**config.mk**
```make
export PLATFORM = sky130hd
export DESIGN_NAME = bbs_ram
export DESIGN_NICKNAME = d
export VERILOG_FILES = /design/src/rtl/core/bbs_ram.sv
export SDC_FILE = /design/constraint.sdc
export NUM_CORES = 1
export LEC_CHECK = 0
export BUFFER_PORTS_ARGS = -buffer_cell sky130_fd_sc_hd__buf_2
export CAP_MARGIN = 15
export CORE_UTILIZATION = 55
export CTS_CLUSTER_DIAMETER = 50
export DETAILED_ROUTE_END_ITERATION = 16
export GPL_TIMING_DRIVEN = 0
export HOLD_SLACK_MARGIN = 0.1
export PLACE_DENSITY_LB_ADDON = 0.1
export SKIP_CTS_REPAIR_TIMING = 1
export SLEW_MARGIN = 20
export SYNTH_ARGS = -nofsm -noshare
export SYNTH_HDL_FRONTEND = slang
export SYNTH_SLANG_ARGS = --single-unit
```
**constraint.sdc**
```tcl
create_clock -name clock -period 6.13 [get_ports clock]
set_input_delay 0.613 -clock clock [delete_from_list [all_inputs] [get_ports clock]]
set_output_delay 0.613 -clock clock [all_outputs]
set_load 0.03 [all_outputs]
```
**src/rtl/core/bbs_ram.sv**
```systemverilog
// generic single write, single read ram with registered read data
// no dependencies
`default_nettype none

module bbs_ram #(
   parameter int WIDTH = 64,
   parameter int DEPTH = 16,
   parameter int AW    = (DEPTH > 1) ? $clog2(DEPTH) : 1
) (
   input  wire logic             clock,
   input  wire logic             wr_en,
   input  wire logic [AW-1:0]    wr_addr,
   input  wire logic [WIDTH-1:0] wr_data,
   input  wire logic [AW-1:0]    rd_addr,
   output logic      [WIDTH-1:0] rd_data
);

   logic [WIDTH-1:0] mem [DEPTH];

   // write port and registered read port
   always_ff @(posedge clock) begin
      if (wr_en) begin
         mem[wr_addr] <= wr_data;
      end
      rd_data <= mem[rd_addr];
   end

endmodule

`default_nettype wire

```
Word level (Yosys, flattened, before mapping)
Memory sizes are Yosys's and may differ from the RTL's. A register that Yosys moved wholly into a read port is not among the register bits.
Index checks and enable logic that the tools add are counted.
Widths: inputs -> output; s select.
{"block": "classes", "muxes": 2}
{"cell": "$mux 1", "n": 2}
{"block": "totals", "ff_bits": 0, "ramBits": 1024, "in_bits": 74, "output_inout_bits": 64, "word_cells": 3, "n_memories": 1}
{"name": "mem", "depth": 16, "word_bits": 64, "rd": 1, "rd_clocked_by_memory_dff": 1, "wr": 1, "line_no": "18", "source": "logic [WIDTH-1:0] mem [DEPTH];"}

Longest topological paths before layout
Gate-level depths: netlist of the first run.
{"block": "depth", "depth_word": 2, "mapped_depth": 6, "mapped_depth_nobuf": 3}

Least setup slack after synthesis of the first run
No wires, ideal clock.
{"block": "synth_path", "path_kind": "input to register", "start": "input port wr_addr[2]", "end": "memory mem[0][0] (enable)", "arrival_ps": 5476, "path_slack_ps": 88, "stages": 2, "path_buffers": 0, "path_cell_list": "or3b_2 -> nor3_1"}
{"item": "start: declaration", "line_no": "12", "source": "input wire logic [AW-1:0] wr_addr,"}
{"item": "end: declaration", "line_no": "18"}
No word-level cell before the write port.

Worst setup path in the final report of the first run
{"block": "layout_path", "start": "input port wr_addr[2]", "end": "memory mem[0][54] (enable)"}
No word-level cell before the write port.

==> results of run 1 <==
-- per-layer routing --
metal	vias to the layer above	wire [um]
li1	7757	-
met1	10019	36500
met2	756	42500
met3	133	6750
met4	12	1560
met5	-	78
-- layout by cell type, fill, tap and decap left out, drive strengths merged --
cell type / netlist / routed
a22oi: 128 / 128
and2: 1 / 1
buf: 48 / 273
bufinv: 0 / 8
clkbuf: 36 / 189
clkinv: 0 / 44
clkinvlp: 0 / 8
dfxtp: 64 / 64
diode: 0 / 6
edfxtp: 1024 / 1024
inv: 0 / 1
mux4: 256 / 256
nand2: 65 / 65
nand2b: 2 / 2
nand3: 1 / 1
nand3b: 2 / 2
nor2: 13 / 13
nor2b: 2 / 2
nor3: 4 / 4
or3b: 1 / 1
-- path summary, 6_finish.rpt --
check / from / end / slack (ns) / cells past startpoint
setup / recovery: wr_addr[2] / mem[0][54] / 3.84 / 6
hold / removal: wr_data[18] / mem[6][18] / 0.32 / 1
setup reg to reg: mem[2][33] / rd_data[33] / 4.72 / 3
hold reg to reg: mem[14][17] / rd_data[17] / 0.67 / 3
-- per-stage QoR --
step / hold WS [ns] / worst slack (ns) / instance area, sq um / std cells
after floorplan: 0.635 / 0.0882 / 39600 / 1647
after global placement: 0.649 / -5.49 / 41400 / 2722
after detailed placement: 0.657 / 3.16 / 43000 / 2812
after CTS: 0.292 / 3.84 / 46700 / 3026
after global routing: 0.318 / 3.78 / 46700 / 3028
final: 0.325 / 3.84 / 46700 / 3032
-- kinds of logic (layout without fill, tap and decap cells) --
| family | Yosys count | after routing | share of synthesized area [%] |
|---|---|---|---|
| simple gates | 91 | 91 | 0.942 |
| flops | 1088 | 1088 | 80.9 |
| buf+inv | 84 | 523 | 1.14 |
| compound gates | 128 | 128 | 2.43 |
| other cells | 0 | 6 | 0 |
| mux | 256 | 256 | 14.6 |
-- worst register-to-register path, stage by stage (launching register included) --
cell and delay (ns):
edfxtp_1 0.38, mux4_2 0.49, a22oi_1 0.31, nand2_1 0.10
-- registers in the layout, summed over array words and instances (netlist names) --
name	cells
rd_data	64
mem	1024
-- power breakdown --
part | switching (mW) | internal [mW] | total [mW] | leakage [nW]
Combinational | 0.538 | 0.324 | 0.861 | 3.66
Sequential | 0.0472 | 8.32 | 8.36 | 9.79
Clock | 2.74 | 3.92 | 6.66 | 1.79
Total | 3.32 | 12.6 | 15.9 | 15.2
-- final cells by class --
cell class / count / area, sq um
flip-flops and latches: 1088 / 32000
fillers: 4622 / 23900
multi-input cells: 475 / 7210
clock buffers: 153 / 3140
repair buffers: 225 / 2150
well taps: 940 / 1180
clock inverters: 61 / 536
plain buffers: 84 / 452
diodes: 6 / 15.0
==> impl_metrics.tcl, run 1 <==
set metrics [dict create \
    powerDensity_mw_per_mm2 340 \
    area_delta_synth_final_pct 18.0 \
    synthArstFlopShare_pct 0 \
    synth-seq-cells 1088 \
    path_buf_inv 4 \
    synth_edf_count 1024 \
    core_area_sq_mm 0.0706 \
    antenna_found_initial 11 \
    synth_top_area_share_pct 77.7 \
    rows 97 \
    power.total_mw 15.9 \
    synthFlopType "edfxtp_1" \
    crit_path_start_kind "input pin" \
    fin_crit_ns 2.29 \
    die-area_sq_mm 0.0730 \
    drc 0 \
    synth_area_sq_mm 0.0396 \
    rsz0062_at_grt "no" \
    synthDistinctLibCells 18 \
    crit_top_cell "buf_4" \
    die_y_um 270 \
    via_count 18677 \
    clockBufferDepth 3 \
    grt_max_degree 20 \
    place.gp.congestion 0.706 \
    cts.sinks 1088 \
    critical_path_arrival_ns 2.65 \
    max_cap_viol_count 0 \
    fin_setup_tns_ns 0 \
    worst_pin_slew_ns 1.14 \
    status "finished clean" \
    grt_pass1_vias 19357 \
    routed_wl_mm 87.4 \
    drtIter0Drc 2046 \
    initial_core_util_pct 56.0 \
    drtAntennaViolNets 0 \
    worstPathMaxFanout 8 \
    hp-class "input pin to flop" \
    nets 2062 \
    avgRoutedWirePerCell_um 28.8 \
    portBuffers 135 \
    grt_overflow 0 \
    fmax_ghz 0.436 \
    path_class "input pin to flop" \
    dr.pass1.iters 5 \
    met1_usage_pct 36.1 \
    yosys_warnings 0 \
    dp_hpwl_mm 55.0 \
    synthCells 1647 \
    synthTopCellsByArea "edfxtp_1, mux4_2, dfxtp_1, a22oi_1, nand2_1" \
    cts-root-buf "clkbuf_16" \
    critPathCaptureType "flop" \
    ioPinCount 138 \
    setup_viol 0 \
    drive_above_1_share_pct 33.6 \
    cts.htree.levels 3 \
    synth.largest_area_cell "edfxtp_1" \
    clk_latency_ns 0.66 \
    fin_util_pct 66.1 \
    syn_area_per_cell_sq_um 24.0 \
    die-width_um 270 \
    grt_pass1_wl_mm 129 \
    path_clk_slew_ns 0.06 \
    grt_usage_pct 24.5 \
    max_stage_delay_ns 0.59 \
    cp_top_family "simple AND/OR/NAND/NOR gates" \
    grtUsageMet3_pct 4.47 \
    cp.required_ns 6.48 \
    gr-max-usage-layer "met2" \
    period_share_pct 37.4 \
    finalHoldViolations 0 \
    cts_tree "built" \
    synth-seq-area-share_pct 80.9 \
    synth_nets 1721 \
    skew_ns 0.0165 \
    drv_slew 0 \
    yosysMostFrequentCell "edfxtp_1" \
    use_met2_pct 38.5 \
    cp_cell_sequence "buf_2 -> or3b_2 -> nor3_2 -> buf_4 -> buf_4 -> buf_4" \
    synthTopCellsByCount "edfxtp_1, mux4_2, a22oi_1, nand2_1, dfxtp_1" \
    p_leak_nw 15.2 \
    cts-buffers-inserted 114 \
    via_per_inst 6.16 \
    maxSlewHeadroom_pct 23.7 \
    slowest_stage "or3b_2" \
    peakVddDrop_mv 0.231 \
]
Power figures use the tool's default switching activity.
==> run 2, diff against run 1 <==
--- a/config.mk
+++ b/config.mk
@@ -7,7 +7,7 @@
 export LEC_CHECK = 0
 export BUFFER_PORTS_ARGS = -buffer_cell sky130_fd_sc_hd__buf_2
 export CAP_MARGIN = 15
-export CORE_UTILIZATION = 55
+export CORE_UTILIZATION = 61
 export CTS_CLUSTER_DIAMETER = 50
 export DETAILED_ROUTE_END_ITERATION = 16
 export GPL_TIMING_DRIVEN = 0
==> constraint.sdc (replaced) <==
create_clock -name clock -period 2.25 [get_ports clock]
set_input_delay 0.225 -clock clock [delete_from_list [all_inputs] [get_ports clock]]
set_output_delay 0.225 -clock clock [all_outputs]
set_load 0.03 [all_outputs]
==> run 2 against run 1 <==
- die area decreased by 9.8%
- register-to-register slack worse by 3.9 ns
- utilization up 7.4 points
- total power increased to 2.8 times the previous value
- first-iteration DRC count hardly changed
- flip-flop and latch count stayed put
- non-clock buffer count increased by 40
- critical path depth grew 1
- routed wire length grew 0.91%
- critical path type unchanged
- highest routed layer unchanged
==> impl_metrics.tcl, run 2 (synthesized netlist as in run 1, its figures left out) <==
set metrics [dict create \
    dp_slack_ns -0.257 \
    path_buf_inv 5 \
    slowest_stage "nor2_4" \
    reg2reg_from "mem[11][13]" \
    worstPathMaxFanout 19 \
    r2r_cells 3 \
    grt_usage_pct 27.4 \
    cp_top_family "buffers and inverters" \
    finalHoldViolations 0 \
    drive_above_1_share_pct 32.0 \
    clockBufferDepth 3 \
    cp.required_ns 2.60 \
    final_common_cell "edfxtp_1" \
    cts_tree "built" \
    peakVddDrop_mv 0.732 \
    path_clk_slew_ns 0.06 \
    status "finished clean" \
    fin_crit_ns 2.09 \
    crit_path_start_kind "input pin" \
    period_share_pct 92.9 \
    grt_pass1_wl_mm 128 \
    antenna_found_initial 8 \
    cts.sinks 1088 \
    fin_util_pct 73.5 \
    regMostFlops "mem" \
    setup_viol 0 \
    p_leak_nw 15.4 \
    largest_reg_flops 1024 \
    drv_slew 0 \
    nFillCells 3657 \
    cts-root-buf "clkbuf_16" \
    via_count 19012 \
    grt_pass1_vias 19549 \
    grt_overflow 0 \
    place_inst 2700 \
    grt_max_degree 21 \
    hp-class "input pin to flop" \
    fmax_ghz 0.479 \
    die_y_um 257 \
    crit_top_cell "buf_12" \
    fin_ws_ns 0.161 \
    path_class "input pin to flop" \
    area_delta_synth_final_pct 19.3 \
    critical_path_arrival_ns 2.44 \
    worstSetupPathDepth 7 \
    reg2reg_to "rd_data[13]" \
    cp_cell_sequence "buf_2 -> dlygate4sd3_1 -> nand3_4 -> nor2_4 -> buf_12 -> buf_12 -> buf_12" \
    final_cells 2982 \
    powerDensity_mw_per_mm2 934 \
    core_area_sq_mm 0.0642 \
    dp_hpwl_mm 54.0 \
    critPathCapture "mem[14][53]" \
    portBuffers 135 \
    top_regs "mem: 1024 flops, rd_data: 64 flops" \
    rsz0062_at_grt "no" \
    fin_setup_tns_ns 0 \
    critPathCaptureType "flop" \
    avgRoutedWirePerCell_um 29.6 \
    postPlaceCellArea_sq_mm 0.0427 \
    clk_latency_ns 0.66 \
    worst_pin_slew_ns 1.01 \
    place.gp.congestion 0.712 \
    max_cap_viol_count 0 \
    reg2reg_slack_ns 0.85 \
    post-route-cell-area_sq_mm 0.0472 \
    initial_core_util_pct 61.6 \
    max_stage_delay_ns 0.62 \
    rows 93 \
    skew_ns 0.0147 \
    die-width_um 257 \
    maxSlewHeadroom_pct 32.4 \
    worstSetupStartpoint "wr_addr[2]" \
    final_cell_mix "edfxtp_1, mux4_2, buf_2" \
    die-area_sq_mm 0.0659 \
    drtAntennaViolNets 0 \
    dr.pass1.iters 5 \
    drtIter0Drc 2048 \
    cts-buffers-inserted 110 \
    via_per_inst 6.38 \
    routed_wl_mm 88.2 \
    cts.htree.levels 3 \
    nets 2098 \
    drc 0 \
    ioPinCount 138 \
]
==> run 2: cell types whose count changed in the layout (fill, tap and decap cells not counted), moves of 3 or more <==
| cell | delta |
|---|---|
| dlygate4sd3_1 | +67 |
| buf_4 | -37 |
| buf_8 | +17 |
| buf_16 | -12 |
| bufinv_16 | +8 |
| buf_12 | +7 |
| clkinv_2 | -7 |
| inv_6 | +5 |
| clkinv_1 | -4 |
| nor3_2 | -4 |
| nor3_4 | +4 |
| clkbuf_16 | -3 |
==> run 2: final cells by class <==
type | count | area, sq um | area share, %
clock inverters | 64 | 782 | 1.66
plain buffers | 84 | 452 | 0.957
multi-input cells | 475 | 7250 | 15.4
well taps | 855 | 1070 | 2.27
repair buffers | 265 | 2590 | 5.48
diodes | 5 | 12.5 | 0.0265
clock buffers | 146 | 3030 | 6.42
flip-flops and latches | 1088 | 32000 | 67.8
==> run 2: how the worst min path moves through the flow <==
stage	cells past startpoint	startpoint	to	slack, ns
global route	2	wr_addr[0]	mem[0][22]	0.10
detailed placement	1	wr_data[22]	mem[0][22]	0.60
CTS	1	wr_data[26]	mem[11][26]	-0.10
floorplan	0	wr_data[0]	mem[0][0]	0.32
finish	2	wr_addr[0]	mem[0][23]	0.1
global placement	1	wr_data[8]	mem[4][8]	0.58
==> run 2: report_power, final <==
part           total [mW]  internal (mW)  switching (mW)  leakage, nW
registers            22.8           22.7           0.131         9.79
logic                2.44          0.948            1.49         3.79
clock network        18.9           11.4            7.52         1.85
==> run 2: per-layer routing <==
metal	vias to the layer above	routed length [um]	part of all wire, %	track usage, %
met3	147	7570	8.6	6.19
met2	955	44500	50	44.2
li1	7824	-	-	-
met1	10078	34200	39	38.5
met5	-	46	0.052	0
met4	8	1850	2.1	6.94
==> run 2: stage by stage <==
stage	total power [mW]	hold slack, ns
after detailed placement	25.6	0.605
final	44.1	0.0999
after CTS	44.2	-0.103
after global placement	25.4	0.581
after global routing	45.2	0.100
after floorplan	24.6	0.324
==> run 3, diff against run 2 <==
--- a/config.mk
+++ b/config.mk
@@ -6,7 +6,6 @@
 export NUM_CORES = 1
 export LEC_CHECK = 0
 export BUFFER_PORTS_ARGS = -buffer_cell sky130_fd_sc_hd__buf_2
-export CAP_MARGIN = 15
 export CORE_UTILIZATION = 61
 export CTS_CLUSTER_DIAMETER = 50
 export DETAILED_ROUTE_END_ITERATION = 16
==> constraint.sdc (replaced) <==
create_clock -name clock -period 2.2 [get_ports clock]
set_input_delay 0.22 -clock clock [delete_from_list [all_inputs] [get_ports clock]]
set_output_delay 0.22 -clock clock [all_outputs]
set_load 0.03 [all_outputs]
==> run 3 against run 2 <==
- first-iteration DRC count is 6.3% higher
- non-clock buffer count grew 2
- clock-buffer cell count decreased by 8
- largest power group unchanged
- highest routed layer unchanged
==> impl_metrics.tcl, run 3 (synthesized netlist as in run 1, its figures left out) <==
set metrics [dict create \
    crit_path_start_kind "input pin" \
    cts_tree "built" \
    clk_latency_ns 0.67 \
    setup_viol 0 \
    status "finished clean" \
    hold_end "mem[0][22]" \
    reg2reg_slack_ns 0.80 \
    p_leak_nw 15.4 \
    rows 93 \
    reg2reg_to "rd_data[13]" \
    fmax_ghz 0.483 \
    cts-root-buf "clkbuf_16" \
    via_count 18976 \
    routed_wl_mm 89.0 \
    hp-class "input pin to flop" \
    cts.htree.levels 3 \
    die-width_um 257 \
    core_area_sq_mm 0.0642 \
    portBuffers 135 \
    nets 2099 \
    final_common_cell "edfxtp_1" \
    drtAntennaViolNets 0 \
    drive_above_1_share_pct 32.2 \
    maxSlewHeadroom_pct 33.7 \
    crit_top_cell "buf_12" \
    power.total_mw 44.9 \
    dr.pass1.iters 5 \
    area_delta_synth_final_pct 19.2 \
    path_class "input pin to flop" \
    drv_slew 0 \
    worstPathMaxFanout 19 \
    avgRoutedWirePerCell_um 29.9 \
    finalHoldViolations 0 \
    cp.required_ns 2.55 \
    nFillCells 3629 \
    worst_pin_slew_ns 0.995 \
    regMostFlops "mem" \
    grt_max_degree 21 \
    fin_util_pct 73.5 \
    initial_core_util_pct 61.6 \
    die-area_sq_mm 0.0659 \
    powerDensity_mw_per_mm2 952 \
    path_buf_inv 5 \
    dp_hpwl_mm 54.0 \
    top_regs "mem: 1024 flops, rd_data: 64 flops" \
    cts-buffers-inserted 109 \
    path_clk_slew_ns 0.06 \
    grt_pass1_wl_mm 130 \
    place.gp.congestion 0.712 \
    largest_reg_flops 1024 \
    critical_path_arrival_ns 2.42 \
    via_per_inst 6.37 \
    max_stage_delay_ns 0.62 \
    max_cap_viol_count 0 \
    whs_ns 0.0965 \
    fin_crit_ns 2.07 \
    slowest_stage "nor2_4" \
    cts.sinks 1088 \
    skew_ns 0.0134 \
    grt_overflow 0 \
    hp-start "wr_addr[0]" \
    grt_pass1_vias 19690 \
    r2r_cells 3 \
    critPathCaptureType "flop" \
    clockBufferDepth 3 \
    cp_cell_sequence "buf_2 -> dlygate4sd3_1 -> nand3_4 -> nor2_4 -> buf_12 -> buf_12 -> buf_12" \
    antenna_found_initial 7 \
    grt_usage_pct 27.6 \
    reg2reg_from "mem[3][13]" \
    drc 0 \
    peakVddDrop_mv 0.858 \
    cp_top_family "buffers and inverters" \
    die_y_um 257 \
    drtIter0Drc 2177 \
    period_share_pct 94.2 \
    min_path_cells 2 \
    ioPinCount 138 \
    final_cell_mix "edfxtp_1, mux4_2, buf_2" \
    rsz0062_at_grt "no" \
]
==> run 3: worst max path at each step <==
stage          cells after the start           to  startpoint  slack, ns
5_1_grt                            7  mem[14][56]  wr_addr[2]       0.06
2_1_floorplan                      2    mem[1][0]  wr_addr[2]      -0.55
6_report                           7  mem[14][53]  wr_addr[2]       0.13
4_1_cts                            6  mem[15][56]  wr_addr[0]       0.41
3_3_place_gp                       3   mem[3][53]  wr_addr[2]      -2.76
3_5_place_dp                       6  mem[15][53]  wr_addr[0]      -0.30
==> run 3: report_power, final <==
group / internal, mW / switching (mW) / total, mW
Clock: 11.4 / 7.72 / 19.1
Combinational: 0.972 / 1.54 / 2.51
Sequential: 23.2 / 0.135 / 23.3
==> run 3: per-layer routing <==
layer | routed length [um] | track usage, % | vias up
li1 | - | - | 7838
met1 | 34700 | 38.6 | 10021
met2 | 44800 | 44.5 | 923
met3 | 7320 | 5.70 | 186
met4 | 2150 | 9.09 | 8
met5 | 42 | 0 | -
==> run 3: layout make-up <==
class	count	area, sq um	share of cell area [%]
flip-flops and latches	1088	32000	67.9
multi-input cells	475	7250	15.4
clock buffers	138	3030	6.42
repair buffers	267	2610	5.52
well taps	855	1070	2.27
clock inverters	69	751	1.59
plain buffers	84	452	0.957
diodes	3	7.51	0.0159
==> run 3: worst reg2reg max path, cell delays in order, from the launching register on <==
cell and delay [ns]:
edfxtp_1 0.36, mux4_2 0.47, a22oi_1 0.25, nand2_1 0.17
==> run 3: metrics by stage <==
stage	setup TNS, ns	setup WS, ns	cells	area, sq um
floorplan	-200.91	-0.551	1647	39700
global placement	-1782.99	-2.76	2637	41500
detailed placement	-35.85	-0.299	2700	42700
CTS	0	0.408	2907	46500
global route	0	0.0583	2976	47200
finish	0	0.128	2979	47200
